File: config.mk
export PLATFORM = sky130hd
export DESIGN_NAME = led_matrix_pwm_row_scanner_core_flat
export DESIGN_NICKNAME = d
export VERILOG_FILES = /design/src/design/lmpwm_pkg.sv /design/src/design/lmpwm_if.sv /design/src/design/lmpwm_front.sv /design/src/design/lmpwm_queue.sv /design/src/design/lmpwm_back.sv /design/src/design/led_matrix_pwm_row_scanner_core.sv /design/src/flat_wrapper.sv
export VERILOG_INCLUDE_DIRS = /design/src /design/src/design
export SDC_FILE = /design/constraint.sdc
export NUM_CORES = 2
export LEC_CHECK = 0
export ABC_AREA = 1
export BUFFER_PORTS_ARGS = -buffer_cell sky130_fd_sc_hd__buf_4
export CORE_ASPECT_RATIO = 2
export CORE_MARGIN = 4
export CORE_UTILIZATION = 57
export CTS_BUF_LIST = sky130_fd_sc_hd__clkbuf_8 sky130_fd_sc_hd__clkbuf_16
export DETAILED_ROUTE_END_ITERATION = 7
export PLACE_DENSITY = 0.76
export RECOVER_POWER = 50
export SLEW_MARGIN = 30
export SYNTH_ARGS = -nofsm -noshare
export SYNTH_HDL_FRONTEND = slang
export SYNTH_HIERARCHICAL = 1
export SYNTH_SLANG_ARGS = --single-unit
File: constraint.sdc
create_clock -name clock -period 3.47 [get_ports clock]
set_input_delay 0.1735 -clock clock [delete_from_list [all_inputs] [get_ports clock]]
set_output_delay 0.1735 -clock clock [all_outputs]
set_load 0.05 [all_outputs]
File: src/design/assert_macros.svh
// Assertion macros shared by the scanner modules.
// Each expects signals named clock and reset in the module that uses it.
`ifndef ASSERT_MACROS_SVH
`define ASSERT_MACROS_SVH

// Check that cons holds in the same cycle as trig.
`define ASSERT_NOW(label, trig, cons, msg) \
   label: assert property (@(posedge clock) disable iff (reset) (trig) |-> (cons)) \
      else $error(msg);

// Check that cons holds in the cycle after trig.
`define ASSERT_NEXT(label, trig, cons, msg) \
   label: assert property (@(posedge clock) disable iff (reset) (trig) |=> (cons)) \
      else $error(msg);

`endif

File: src/design/lmpwm_pkg.sv
// Shared types, codes and sizes for the LED matrix PWM row scanner.
// No dependencies; every other file of the block but assert_macros.svh imports it.
package lmpwm_pkg;

   // Default geometry, handed down from the top level
   localparam int ROWS_DEFAULT        = 8;
   localparam int ROW_ENTRIES_DEFAULT = 16;
   localparam int BUFFERS             = 2;

   // Fixed field widths of the request and response words
   localparam int OPERATION_W = 2;
   localparam int ROW_W       = 3;
   localparam int COLUMN_W    = 4;
   localparam int LEVEL_W     = 8;
   localparam int MASK_BITS   = 16;
   localparam int SLICE_W     = 4;

   // Depth of the command queue between front and back
   localparam int QUEUE_DEPTH = 4;

   // Request operation codes
   localparam logic [OPERATION_W-1:0] OP_WRITE = 2'd0;
   localparam logic [OPERATION_W-1:0] OP_FLIP  = 2'd1;
   localparam logic [OPERATION_W-1:0] OP_TICK  = 2'd2;

   // Command kinds that survive classification
   typedef enum logic [1:0] {
      CMD_WRITE = 2'd0,
      CMD_FLIP  = 2'd1,
      CMD_TICK  = 2'd2
   } cmd_kind_type;

   typedef struct packed {
      cmd_kind_type            kind;
      logic [ROW_W-1:0]        row;
      logic [COLUMN_W-1:0]     column;
      logic [LEVEL_W-1:0]      level;
   } cmd_type;

   // Handshake between the queue and the back end
   typedef struct packed {
      logic    valid;
      cmd_type cmd;
   } queue_head_type;

endpackage

File: src/design/lmpwm_if.sv
// Channel interfaces of the scanner: request, response and register write.
// Depends on lmpwm_pkg for the field widths.
interface lmpwm_req_if;
   import lmpwm_pkg::*;
   logic                   valid;
   logic                   ready;
   logic [OPERATION_W-1:0] operation;
   logic [ROW_W-1:0]       pixel_row;
   logic [COLUMN_W-1:0]    pixel_column;
   logic [LEVEL_W-1:0]     pixel_level;
   modport source (output valid, operation, pixel_row, pixel_column, pixel_level,
                   input ready);
   modport sink   (input valid, operation, pixel_row, pixel_column, pixel_level,
                   output ready);
endinterface

interface lmpwm_rsp_if;
   import lmpwm_pkg::*;
   logic                 valid;
   logic                 ready;
   logic [ROW_W-1:0]     row_address;
   logic [MASK_BITS-1:0] row_bits;
   logic                 last_row;
   modport source (output valid, row_address, row_bits, last_row, input ready);
   modport sink   (input valid, row_address, row_bits, last_row, output ready);
endinterface

interface lmpwm_csr_if;
   logic valid;
   logic ready;
   logic data;
   modport source (output valid, data, input ready);
   modport sink   (input valid, data, output ready);
endinterface

File: src/design/lmpwm_front.sv
// Front end: holds the scan enable, accepts request words and drops the ones
// that have no effect. Depends on lmpwm_pkg and lmpwm_if.
module lmpwm_front #(
   parameter int ROWS        = lmpwm_pkg::ROWS_DEFAULT,
   parameter int ROW_ENTRIES = lmpwm_pkg::ROW_ENTRIES_DEFAULT
) (
   input  logic                clock,
   input  logic                reset,
   lmpwm_req_if.sink           req_chan,
   lmpwm_csr_if.sink           csr_chan,
   input  logic                q_ready,
   output logic                q_push,
   output lmpwm_pkg::cmd_type  q_cmd
);
   import lmpwm_pkg::*;

   logic scan_on_ff, scan_on_in;
   logic row_ok, column_ok, keep;

   // Take register writes at any time
   assign csr_chan.ready = 1'b1;
   always_comb begin
      scan_on_in = scan_on_ff;
      if (csr_chan.valid) begin
         scan_on_in = csr_chan.data;
      end
   end

   always_ff @(posedge clock) begin
      if (reset) begin
         scan_on_ff <= 1'b0;
      end else begin
         scan_on_ff <= scan_on_in;
      end
   end

   // Classify the word: keep in-range writes, flips and enabled ticks
   assign row_ok    = {1'b0, req_chan.pixel_row} < (ROW_W + 1)'(ROWS);
   assign column_ok = {3'b000, req_chan.pixel_column} < (COLUMN_W + 3)'(ROW_ENTRIES);

   always_comb begin
      keep         = 1'b0;
      q_cmd.kind   = CMD_WRITE;
      q_cmd.row    = req_chan.pixel_row;
      q_cmd.column = req_chan.pixel_column;
      q_cmd.level  = req_chan.pixel_level;
      case (req_chan.operation)
         OP_WRITE: begin
            keep       = row_ok && column_ok;
            q_cmd.kind = CMD_WRITE;
         end
         OP_FLIP: begin
            keep       = 1'b1;
            q_cmd.kind = CMD_FLIP;
         end
         OP_TICK: begin
            keep       = scan_on_ff;
            q_cmd.kind = CMD_TICK;
         end
         default: begin
            keep       = 1'b0;
            q_cmd.kind = CMD_WRITE;
         end
      endcase
   end

   assign req_chan.ready = q_ready;
   assign q_push         = req_chan.valid && q_ready && keep;

endmodule

File: src/design/lmpwm_queue.sv
// Short command queue between the front and back ends.
// Depends on lmpwm_pkg and assert_macros.svh.
`include "assert_macros.svh"
module lmpwm_queue (
   input  logic                      clock,
   input  logic                      reset,
   input  logic                      push,
   input  lmpwm_pkg::cmd_type        push_cmd,
   output logic                      push_ready,
   input  logic                      pop,
   output lmpwm_pkg::queue_head_type head
);
   import lmpwm_pkg::*;

   localparam int PTR_W = (QUEUE_DEPTH > 1) ? $clog2(QUEUE_DEPTH) : 1;
   localparam int CNT_W = $clog2(QUEUE_DEPTH + 1);

   cmd_type            slot_ff [QUEUE_DEPTH];
   logic [PTR_W-1:0]   wr_ptr_ff, wr_ptr_in;
   logic [PTR_W-1:0]   rd_ptr_ff, rd_ptr_in;
   logic [CNT_W-1:0]   count_ff, count_in;

   function automatic logic [PTR_W-1:0] ptr_next(input logic [PTR_W-1:0] p);
      ptr_next = (p == PTR_W'(QUEUE_DEPTH - 1)) ? '0 : p + PTR_W'(1);
   endfunction

   assign push_ready = count_ff != CNT_W'(QUEUE_DEPTH);
   assign head.valid = count_ff != '0;
   assign head.cmd   = slot_ff[rd_ptr_ff];

   // Advance pointers and occupancy
   always_comb begin
      wr_ptr_in = push ? ptr_next(wr_ptr_ff) : wr_ptr_ff;
      rd_ptr_in = pop  ? ptr_next(rd_ptr_ff) : rd_ptr_ff;
      count_in  = count_ff;
      if (push && !pop) begin
         count_in = count_ff + CNT_W'(1);
      end else if (pop && !push) begin
         count_in = count_ff - CNT_W'(1);
      end
   end

   always_ff @(posedge clock) begin
      if (reset) begin
         wr_ptr_ff <= '0;
         rd_ptr_ff <= '0;
         count_ff  <= '0;
      end else begin
         wr_ptr_ff <= wr_ptr_in;
         rd_ptr_ff <= rd_ptr_in;
         count_ff  <= count_in;
      end
   end

   // Store the pushed word
   always_ff @(posedge clock) begin
      if (push) begin
         slot_ff[wr_ptr_ff] <= push_cmd;
      end
   end

   `ASSERT_NOW(a_count_bound, 1'b1, count_ff <= CNT_W'(QUEUE_DEPTH), "queue count over depth")
   `ASSERT_NOW(a_no_overflow, count_ff == CNT_W'(QUEUE_DEPTH), !push, "push into full queue")
   `ASSERT_NEXT(a_count_step, push && !pop, count_ff == $past(count_ff) + CNT_W'(1), "count slip")

endmodule

File: src/design/lmpwm_back.sv
// Back end: frame store, buffer select, PWM slice and the row scan sequencer
// feeding the response register. Depends on lmpwm_pkg, lmpwm_if, assert_macros.svh.
`include "assert_macros.svh"
module lmpwm_back #(
   parameter int ROWS        = lmpwm_pkg::ROWS_DEFAULT,
   parameter int ROW_ENTRIES = lmpwm_pkg::ROW_ENTRIES_DEFAULT
) (
   input  logic                      clock,
   input  logic                      reset,
   input  lmpwm_pkg::queue_head_type head,
   output logic                      pop,
   lmpwm_rsp_if.source               rsp_chan
);
   import lmpwm_pkg::*;

   localparam int DEPTH  = BUFFERS * ROWS;
   localparam int AW     = $clog2(DEPTH);
   localparam int RW     = (ROWS > 1) ? $clog2(ROWS) : 1;
   localparam int WORD_W = ROW_ENTRIES * LEVEL_W;
   localparam int MASK_N = (ROW_ENTRIES < MASK_BITS) ? ROW_ENTRIES : MASK_BITS;

   typedef enum logic [2:0] {
      ST_IDLE = 3'b001,
      ST_READ = 3'b010,
      ST_LOAD = 3'b100
   } state_type;

   state_type            state_ff, state_in;
   logic                 front_ff, front_in;
   logic [SLICE_W-1:0]   slice_ff, slice_in;
   logic [RW-1:0]        row_ff, row_in;
   logic [DEPTH-1:0]     row_valid_ff, row_valid_in;

   logic [WORD_W-1:0]    mem [DEPTH];
   logic [WORD_W-1:0]    rd_word_ff;
   logic                 rd_valid_ff;

   logic                 rsp_valid_ff, rsp_valid_in;
   logic [ROW_W-1:0]     row_address_ff;
   logic [MASK_BITS-1:0] row_bits_ff;
   logic                 last_row_ff;

   logic                 wr_en, rd_en, load_ok, load, row_last;
   logic [AW-1:0]        wr_addr, rd_addr;
   logic [WORD_W-1:0]    wr_data;
   logic [ROW_ENTRIES-1:0] wr_byte_en;
   logic [MASK_BITS-1:0] mask;
   logic [LEVEL_W-1:0]   threshold, level;

   // Address decode: upper half of the store holds buffer one
   assign wr_addr = (front_ff ? AW'(0) : AW'(ROWS)) + AW'(head.cmd.row);
   assign rd_addr = (front_ff ? AW'(ROWS) : AW'(0)) + AW'(row_ff);

   assign pop      = head.valid && (state_ff == ST_IDLE);
   assign wr_en    = pop && (head.cmd.kind == CMD_WRITE);
   assign rd_en    = state_ff == ST_READ;
   assign load_ok  = !rsp_valid_ff || rsp_chan.ready;
   assign load     = (state_ff == ST_LOAD) && load_ok;
   assign row_last = row_ff == RW'(ROWS - 1);

   // Build the write word; a never-written row is filled with zeros around the entry
   always_comb begin
      for (int e = 0; e < ROW_ENTRIES; e++) begin
         wr_data[e*LEVEL_W +: LEVEL_W] =
            ((COLUMN_W + 3)'(e) == {3'b000, head.cmd.column}) ? head.cmd.level : '0;
         wr_byte_en[e] = !row_valid_ff[wr_addr] ||
            ((COLUMN_W + 3)'(e) == {3'b000, head.cmd.column});
      end
   end

   // Frame store: one write port, one registered read port
   always_ff @(posedge clock) begin
      if (wr_en) begin
         for (int e = 0; e < ROW_ENTRIES; e++) begin
            if (wr_byte_en[e]) begin
               mem[wr_addr][e*LEVEL_W +: LEVEL_W] <= wr_data[e*LEVEL_W +: LEVEL_W];
            end
         end
      end
      if (rd_en) begin
         rd_word_ff  <= mem[rd_addr];
         rd_valid_ff <= row_valid_ff[rd_addr];
      end
   end

   // Compare each entry of the fetched row against the slice threshold
   assign threshold = {slice_ff, 4'b0000};
   always_comb begin
      mask  = '0;
      level = '0;
      for (int i = 0; i < MASK_N; i++) begin
         level   = rd_valid_ff ? rd_word_ff[i*LEVEL_W +: LEVEL_W] : '0;
         mask[i] = level > threshold;
      end
   end

   // Sequence commands and the row scan
   always_comb begin
      state_in     = state_ff;
      front_in     = front_ff;
      slice_in     = slice_ff;
      row_in       = row_ff;
      row_valid_in = row_valid_ff;
      rsp_valid_in = rsp_valid_ff && !rsp_chan.ready;
      if (wr_en) begin
         row_valid_in[wr_addr] = 1'b1;
      end
      case (state_ff)
         ST_IDLE: begin
            if (pop) begin
               case (head.cmd.kind)
                  CMD_FLIP: begin
                     front_in = !front_ff;
                  end
                  CMD_TICK: begin
                     slice_in = slice_ff + SLICE_W'(1);
                     row_in   = '0;
                     state_in = ST_READ;
                  end
                  default: begin
                     state_in = ST_IDLE;
                  end
               endcase
            end
         end
         ST_READ: begin
            state_in = ST_LOAD;
         end
         ST_LOAD: begin
            if (load_ok) begin
               rsp_valid_in = 1'b1;
               if (row_last) begin
                  state_in = ST_IDLE;
               end else begin
                  row_in   = row_ff + RW'(1);
                  state_in = ST_READ;
               end
            end
         end
         default: begin
            state_in = ST_IDLE;
         end
      endcase
   end

   always_ff @(posedge clock) begin
      if (reset) begin
         state_ff     <= ST_IDLE;
         front_ff     <= 1'b0;
         slice_ff     <= '0;
         row_ff       <= '0;
         row_valid_ff <= '0;
         rsp_valid_ff <= 1'b0;
      end else begin
         state_ff     <= state_in;
         front_ff     <= front_in;
         slice_ff     <= slice_in;
         row_ff       <= row_in;
         row_valid_ff <= row_valid_in;
         rsp_valid_ff <= rsp_valid_in;
      end
   end

   // Hold the response word until taken
   always_ff @(posedge clock) begin
      if (load) begin
         row_address_ff <= ROW_W'(row_ff);
         row_bits_ff    <= mask;
         last_row_ff    <= row_last;
      end
   end

   assign rsp_chan.valid       = rsp_valid_ff;
   assign rsp_chan.row_address = row_address_ff;
   assign rsp_chan.row_bits    = row_bits_ff;
   assign rsp_chan.last_row    = last_row_ff;

   `ASSERT_NOW(a_last_addr, rsp_valid_ff && last_row_ff, row_address_ff == ROW_W'(ROWS - 1), "last row address")
   `ASSERT_NEXT(a_scan_end, load && row_last, state_ff == ST_IDLE && rsp_valid_ff && last_row_ff, "scan end")
   `ASSERT_NEXT(a_slice_step, pop && head.cmd.kind == CMD_TICK, slice_ff == $past(slice_ff) + SLICE_W'(1), "slice step")

endmodule

File: src/design/led_matrix_pwm_row_scanner_core.sv
// LED matrix PWM row scanner. Writes and flips are done in the back end while it idles;
// a tick scans every row, fetching it from the frame store (READ), then comparing it and
// loading the response register (LOAD); the back end takes no command until the scan ends.
// Requests are taken while the 4-word command queue has room.
// Reset is synchronous, active high: clears control, buffer select, slice and the row
// valid bits, so the frame store reads as zero at once without a clearing pass.
module led_matrix_pwm_row_scanner_core #(
   parameter int ROWS        = lmpwm_pkg::ROWS_DEFAULT,
   parameter int ROW_ENTRIES = lmpwm_pkg::ROW_ENTRIES_DEFAULT
) (
   input  logic         clock,
   input  logic         reset,
   lmpwm_req_if.sink    req_chan,
   lmpwm_rsp_if.source  rsp_chan,
   lmpwm_csr_if.sink    csr_chan
);
   import lmpwm_pkg::*;

   logic           q_ready, q_push, q_pop;
   cmd_type        q_cmd;
   queue_head_type q_head;

   // Accept and classify request words
   lmpwm_front #(.ROWS(ROWS), .ROW_ENTRIES(ROW_ENTRIES)) u_front (
      .clock    (clock),
      .reset    (reset),
      .req_chan (req_chan),
      .csr_chan (csr_chan),
      .q_ready  (q_ready),
      .q_push   (q_push),
      .q_cmd    (q_cmd)
   );

   // Decouple front and back
   lmpwm_queue u_queue (
      .clock      (clock),
      .reset      (reset),
      .push       (q_push),
      .push_cmd   (q_cmd),
      .push_ready (q_ready),
      .pop        (q_pop),
      .head       (q_head)
   );

   // Carry out commands and scan rows
   lmpwm_back #(.ROWS(ROWS), .ROW_ENTRIES(ROW_ENTRIES)) u_back (
      .clock    (clock),
      .reset    (reset),
      .head     (q_head),
      .pop      (q_pop),
      .rsp_chan (rsp_chan)
   );

endmodule

File: src/flat_wrapper.sv
// flat-port wrapper written by rule: the top's interface ports become plain ports
module led_matrix_pwm_row_scanner_core_flat import lmpwm_pkg::*;
#(
   parameter int ROWS        = lmpwm_pkg::ROWS_DEFAULT,
   parameter int ROW_ENTRIES = lmpwm_pkg::ROW_ENTRIES_DEFAULT
)
  (clock, reset, req_chan_valid, req_chan_operation, req_chan_pixel_row, req_chan_pixel_column, req_chan_pixel_level, req_chan_ready, rsp_chan_valid, rsp_chan_row_address, rsp_chan_row_bits, rsp_chan_last_row, rsp_chan_ready, csr_chan_valid, csr_chan_data, csr_chan_ready);
  lmpwm_req_if req_chan_i ();
  lmpwm_rsp_if rsp_chan_i ();
  lmpwm_csr_if csr_chan_i ();
  input  logic clock;
  input  logic reset;
  input wire logic [$bits(req_chan_i.valid)-1:0] req_chan_valid;
  input wire logic [$bits(req_chan_i.operation)-1:0] req_chan_operation;
  input wire logic [$bits(req_chan_i.pixel_row)-1:0] req_chan_pixel_row;
  input wire logic [$bits(req_chan_i.pixel_column)-1:0] req_chan_pixel_column;
  input wire logic [$bits(req_chan_i.pixel_level)-1:0] req_chan_pixel_level;
  output wire logic [$bits(req_chan_i.ready)-1:0] req_chan_ready;
  output wire logic [$bits(rsp_chan_i.valid)-1:0] rsp_chan_valid;
  output wire logic [$bits(rsp_chan_i.row_address)-1:0] rsp_chan_row_address;
  output wire logic [$bits(rsp_chan_i.row_bits)-1:0] rsp_chan_row_bits;
  output wire logic [$bits(rsp_chan_i.last_row)-1:0] rsp_chan_last_row;
  input wire logic [$bits(rsp_chan_i.ready)-1:0] rsp_chan_ready;
  input wire logic [$bits(csr_chan_i.valid)-1:0] csr_chan_valid;
  input wire logic [$bits(csr_chan_i.data)-1:0] csr_chan_data;
  output wire logic [$bits(csr_chan_i.ready)-1:0] csr_chan_ready;
  assign req_chan_i.valid = req_chan_valid;
  assign req_chan_i.operation = req_chan_operation;
  assign req_chan_i.pixel_row = req_chan_pixel_row;
  assign req_chan_i.pixel_column = req_chan_pixel_column;
  assign req_chan_i.pixel_level = req_chan_pixel_level;
  assign req_chan_ready = req_chan_i.ready;
  assign rsp_chan_valid = rsp_chan_i.valid;
  assign rsp_chan_row_address = rsp_chan_i.row_address;
  assign rsp_chan_row_bits = rsp_chan_i.row_bits;
  assign rsp_chan_last_row = rsp_chan_i.last_row;
  assign rsp_chan_i.ready = rsp_chan_ready;
  assign csr_chan_i.valid = csr_chan_valid;
  assign csr_chan_i.data = csr_chan_data;
  assign csr_chan_ready = csr_chan_i.ready;
  led_matrix_pwm_row_scanner_core #(.ROWS(ROWS), .ROW_ENTRIES(ROW_ENTRIES)) u_core (.clock(clock), .reset(reset), .req_chan(req_chan_i), .rsp_chan(rsp_chan_i), .csr_chan(csr_chan_i));
endmodule
==> Word-level counts from Yosys, hierarchy flattened <==
Memory sizes are Yosys's and may differ from the RTL's. A register that Yosys moved wholly into a read port is not among the register bits.
Cells that the tools add are included.
{ "word_totals": {"input_bits": 23, "wordCells": 228, "ram_bits": 2116, "output_inout_bits": 23, "mem_count": 2, "register_bits": 57} }
{ "memory_table": {"columns": ["name", "depth", "width", "rd", "rd_clocked_by_memory_dff", "write_ports", "line_no", "source"], "rows": [
  ["u_core.u_back.mem", 16, 128, 1, 1, 1, "lmpwm_back.sv:34", "logic [WORD_W-1:0] mem [DEPTH];"],
  ["u_core.u_queue.slot_ff", 4, 17, 1, 1, 1, "lmpwm_queue.sv:18", "cmd_type slot_ff [QUEUE_DEPTH];"]
]} }
{ "op_classes": {"n_mux": 110, "order_cmp": 19, "reduce_logical": 43, "eq_ne": 31, "add_sub_neg": 8, "n_bitwise": 1} }
{ "op_table": {"columns": ["op", "count"], "rows": [
  ["2-to-1 mux 8 bit", 32],
  ["greater-than comparator 8 bit", 16],
  ["2-to-1 mux 1 bit", 55],
  ["equality test 4 bit (first input constant)", 8],
  ["2-to-1 mux 3 bit", 8],
  ["logical OR 1 bit", 17],
  ["equality test 3 x 4 -> 1 bit (first input constant)", 4],
  ["OR 16 bit", 1],
  ["one-hot mux 3 bit (2 select lines)", 2],
  ["less-than comparator 4 x 5 -> 1 bit (second input constant)", 2],
  ["2-to-1 mux 2 bit", 5],
  ["logical AND 1 bit", 9],
  ["one-hot mux 3 bit (3 select lines)", 1],
  ["AND reduction 3 bit", 3],
  ["adder 4 x 3 -> 4 bit", 2],
  ["binary-select mux 1 bit (select 4 bit)", 2],
  ["equality test 2 bit (second input constant)", 4],
  ["equality test 2 x 4 -> 1 bit (first input constant)", 2],
  ["2-to-1 mux 4 bit", 2],
  ["!= test 2 bit (second input constant)", 4],
  ["adder 3 x 1 -> 3 bit (second input constant)", 2],
  ["equality test 3 bit (second input constant)", 2],
  ["zero test 1 bit", 6],
  ["AND reduction 5 bit", 1],
  ["18 further kinds", 22]
]} }

==> Longest topological paths before layout <==
{ "logic_depth": {"ltp_word": 9, "mapped_depth": 17, "depth_no_buf": 14} }

==> Modules after synthesis <==
Netlist, hierarchy kept.
{ "modules_own_cells": {"columns": ["mod", "cells_each", "area_each_um2", "n_inst", "seq_area_each_um2"], "rows": [
  ["lmpwm_back", 7263, 89822.4, 1, 66533.8],
  ["lmpwm_queue", 224, 3041.7, 1, 2222.1],
  ["lmpwm_front", 30, 205.2, 1, 20.0]
]} }

==> Least setup slack after synthesis <==
No wires, ideal clock.
{ "synth_timing": {"path_type": "register -> register", "start": "register u_core.u_back.state_ff[2]", "end": "register u_core.u_back.rd_valid_ff (enable)", "slack_ps": 20, "synth_period_minus_slack_ps": 3450, "stages_incl_launch_ff": 4, "t_arrival_ps": 2968, "required_ps": 2988, "path_buffers": 0, "setup_time_ps": 482, "cell_sequence": "dfxtp_1 inv_1 nand3_1 inv_1"} }
{ "synth_between": {"elab_chain_cells": 1} }
{ "synth_lines": {"columns": ["element", "line_no", "source"], "rows": [
  ["start, declared", "lmpwm_back.sv:28", "state_type state_ff, state_in;"],
  ["start signal, assigned", "lmpwm_back.sv:155", "state_ff <= state_in;"],
  ["equality test 3 x 2 -> 1 bit", "lmpwm_back.sv:56", "assign rd_en = state_ff == ST_READ;"],
  ["end signal, assigned", "lmpwm_back.sv:82", "rd_valid_ff <= row_valid_ff[rd_addr];"],
  ["end, declared", "lmpwm_back.sv:36", "logic rd_valid_ff;"]
]} }
Every way passes these cells.
A chain may end at the register's enable or synchronous reset.

==> Worst setup path in the final report <==
{ "layout_timing": {"start": "register u_core.u_back.row_ff[1]", "end": "register u_core.u_back.rd_word_ff[7] (read register of u_core.u_back.mem), data pin"} }
{ "layout_between": {"elab_chain_cells": 1} }
{ "layout_lines": {"columns": ["element", "line_no", "source"], "rows": [
  ["start, declared", "lmpwm_back.sv:31", "logic [RW-1:0] row_ff, row_in;"],
  ["start signal, assigned", "lmpwm_back.sv:158", "row_ff <= row_in;"],
  ["adder 4 x 3 -> 4 bit", "lmpwm_back.sv:52", "assign rd_addr = (front_ff ? AW'(ROWS) : AW'(0)) + AW'(row_ff);"],
  ["end, declared", "lmpwm_back.sv:35", "logic [WORD_W-1:0] rd_word_ff;"]
]} }
Every way passes these cells.

==> qor.csv <==
stage,metric,value,unit
route,drt_first_pass_iters,7,
timing,finalClockSkew,36.49,ps
critical_path,critPathCaptureType,register,
synthesis,synth-seq-cells,2303,
timing,timing.final.crit_share,0.9659,
layout,drive_gt1_frac,0.1021,
timing,worst_pin_slew,2079,ps
grt,grt_pass1_vias,61675,
layout,nNetsFinal,7910,
critical_path,r2r-end,u_core/u_back/rd_word_ff[7]$_DFFE_PP_,
power,pwr_density_cell,615.8,mW/mm^2
critical_path,regToRegSetupSlack,120,ps
timing,timing.setup.tns,0,ps
floorplan,core,0.1621,sq mm
synthesis,yosysWarnings,6,
timing,slew_headroom,-0.3862,
power,ir_worst_vdd,0.5531,mV
clock_network,clockRootBuffer,clkbuf_16,
placed_design,post-dp-hpwl,165.4,mm
critical_path,cp-startpoint,u_core/u_back/row_ff[1]$_SDFFE_PP0P_,
status,violations,"capacitance limit, slew limit",
synthesis,yosysSeqAreaShare,0.7390,
critical_path,critical_path_depth,8,
route,routedWlPerCell,25.80,um
layout,area_growth,12.07,%
min_path,hp-class,input port to register,
critical_path,worstSetupPathType,register to register,
grt,grt_antenna_before_repair,2,
clock_network,h-tree-depth,4,
timing,slew_viol_final,6,
route,via_per_inst,6.264,
critical_path,crit_required,4150,ps
critical_path,crit_family,buffers and inverters,
timing,hold_ws,167.9,ps
clock_network,clkLatencyLatePin,830,ps
clock_network,path_clk_slew,60,ps
placed_design,routabilityCongestion,0.9879,
floorplan,die_area,0.1702,sq mm
timing,fmax,298.4,MHz
status,run_status,finished with violations,
clock_network,post_cts_resized,0,
floorplan,initial_core_util,0.5740,
grt,overflow,0,
power,p_leak,36.86,nW
timing,final_hold_viol_count,0,
critical_path,rr_worst_depth,8,
critical_path,worstPathArrival,4030,ps
timing,grt_setup_unrepaired,false,
critical_path,cp_common_cell,nand2_1,
critical_path,worstSetupStartpointType,register,
timing,period_minus_slack,3352,ps
critical_path,worstPathCellList,inv_4 -> clkbuf_2 -> o21ai_0 -> o22ai_1 -> nand2_1 -> nand2_1 -> nand2_1 -> nand2_1,
clock_network,clockBufferDepth,4,
critical_path,cp_slowest_stage_delay,1000,ps
route,final_antenna_net_count,0,
critical_path,crit_slowest_cell,inv_4,
floorplan,rows,209,
route,wirelength,259.9,mm
clock_network,cts_sinks,2303,
timing,setup_viol,0,
clock_network,numCtsBuffers,188,
clock_network,cts_tree,built,
layout,fill_cells,11485,
synthesis,synth_cell_types,30,
synthesis,syn_avg_cell_area,12.38,sq um
grt,grt_max_degree,187,
grt,grt_use_total,0.3017,
route,route.vias.total,63095,
critical_path,cp_max_fo,108,
floorplan,fp.dieW,293.7,um
floorplan,die_h,579.5,um
run,cap_violations,1,
route,drcViolationCount,0,
critical_path,crit_path_end,u_core/u_back/rd_word_ff[7]$_DFFE_PP_,
critical_path,cp_num_buf_inv,2,
synthesis,syn_area,0.09307,sq mm
placed_design,port_buffers,44,
synthesis,synthCells,7517,
critical_path,r2r_start,u_core/u_back/row_ff[1]$_SDFFE_PP0P_,
synthesis,syn_nets,7614,
route,first_iter_violations,9533,
floorplan,io_pins,46,
grt,grt_pass1_wl,379.9,mm
==> power by group <==
part	total (mW)	internal [mW]	switching, mW
combinational	8.44	1.86	6.57
sequential	33.9	33.4	0.523
clock	21.9	12.4	9.50
total	64.2	47.6	16.6
==> per-layer routing <==
layer,share of wire,global-route usage,vias up
met1,0.31,0.3312,30184
li1,-,-,27563
met4,0.084,0.2042,0
met2,0.51,0.5423,4148
met5,0,0,-
met3,0.089,0.04307,1200
==> layout make-up <==
cell class	count	area, sq um	area share
antenna	6	15.01	0.0001439
inverter	180	704.4	0.006753
timing repair buffer	615	4502	0.04316
tap	2110	2640	0.02531
clock inverter	136	1449	0.01389
clock buffer	197	4885	0.04683
sequential	2303	68790	0.6595
multi-input combinational	4525	21320	0.2044
==> cells by family after synthesis <==
logic type,synth area share
fa+ha+maj,0.01003
simple gates,0.1133
compound gates,0.1058
buf+inv,0.03188
flops,0.7390
other cells,0.00004029
==> synthesized netlist by cell type <==
cell type,instances,share of area
edfxtp_1,2265,0.73
nor2_1,1813,0.073
o21ai_0,1107,0.060
nand2_1,677,0.027
clkbuf_1,324,0.013
o211ai_1,315,0.025
o22ai_1,195,0.013
nand3_1,186,0.010
inv_1,172,0.0069
buf_2,104,0.0056
ha_1,73,0.0098
a21oi_1,60,0.0032
dfxtp_1,38,0.0082
buf_1,37,0.0015
buf_4,22,0.0018
buf_6,22,0.0027
o221ai_1,19,0.0018
nand2_2,17,0.0011
o21ai_1,13,0.00070
nor2_2,12,0.00081
o21ai_2,10,0.00094
o32ai_1,10,0.00094
nand4_1,9,0.00060
nor3_1,5,0.00027
inv_2,4,0.00016
clkinv_1,3,0.00012
a21oi_2,2,0.00019
conb_1,1,0.000040
fa_1,1,0.00022
inv_4,1,0.000067
==> stage by stage <==
stage                     worst slack, ps  utilization  area [sq um]  std cells  power, mW
after floorplan                     19.84            -         93070       7517      38.30
final                               118.3       0.6433        104300      10072      64.23
after global placement              203.6       0.6071         98440       9708      42.62
after CTS                           197.2       0.6478        105000      10066      64.34
after detailed placement            178.0       0.6072         98450       9708      42.86
after global routing                27.34       0.6433        104300      10067      66.06
==> worst min-delay path by stage <==
stage               slack, ps                                      end                    start  cells past startpoint
global route              180  u_core/u_queue/slot_ff[3][14]$_DFFE_PP_    req_chan_pixel_row[2]                      2
CTS                        70   u_core/u_queue/slot_ff[1][1]$_DFFE_PP_  req_chan_pixel_level[1]                      2
global placement          370   u_core/u_queue/slot_ff[3][4]$_DFFE_PP_  req_chan_pixel_level[4]                      1
detailed placement        380   u_core/u_queue/slot_ff[1][1]$_DFFE_PP_  req_chan_pixel_level[1]                      1
finish                    170   u_core/u_queue/slot_ff[2][2]$_DFFE_PP_  req_chan_pixel_level[2]                      2
floorplan                 240   u_core/u_front/scan_on_ff$_SDFFE_PP0P_                    reset                      1
==> registers in the layout, indices dropped and copies added, names as in the netlist, 4 cells and up, named ones only <==
| name | count |
|---|---|
| u_core/u_back/rsp_chan.row_bits | 16 |
| u_core/u_back/slice_ff | 4 |
| u_core/u_back/row_valid_ff | 16 |
| u_core/u_back/mem | 2048 |
| u_core/u_back/rd_word_ff | 128 |
| u_core/u_queue/slot_ff | 68 |
==> cell usage in the layout, fill, tap and decap left out, types with 8 or more instances in the layout <==
cell type / n
nor2_1: 1814
buf_4: 340
dlygate4sd3_1: 25
nand3_1: 186
o32ai_1: 10
ha_1: 73
clkbuf_1: 104
inv_1: 198
edfxtp_1: 2265
clkinvlp_4: 15
clkinv_1: 27
o211ai_1: 315
nand2_2: 12
bufinv_16: 29
o22ai_1: 195
o221ai_1: 19
o21ai_0: 1109
buf_12: 38
o21ai_2: 10
o21ai_1: 11
dfxtp_1: 33
nor2_2: 8
clkbuf_16: 193
nand4_1: 9
clkbuf_2: 104
nand2_1: 682
clkinv_2: 21
a21oi_1: 62
==> worst register-to-register path, delay by kind of cell, from the launching register on <==
kind | cells | cell delay (ps)
buffers and inverters | 2 | 1780
flip-flops | 1 | 510
AND/OR/NAND/NOR | 4 | 340
AO/OA/AOI/OAI | 2 | 580
==> repair_timing <==
action	4_1_cts	5_1_grt
setup endpoints to repair	0	0
hold buffers	25	0
hold endpoints to repair	104	0
buffers inserted	0	0
(Power assumes the default switching activity.)
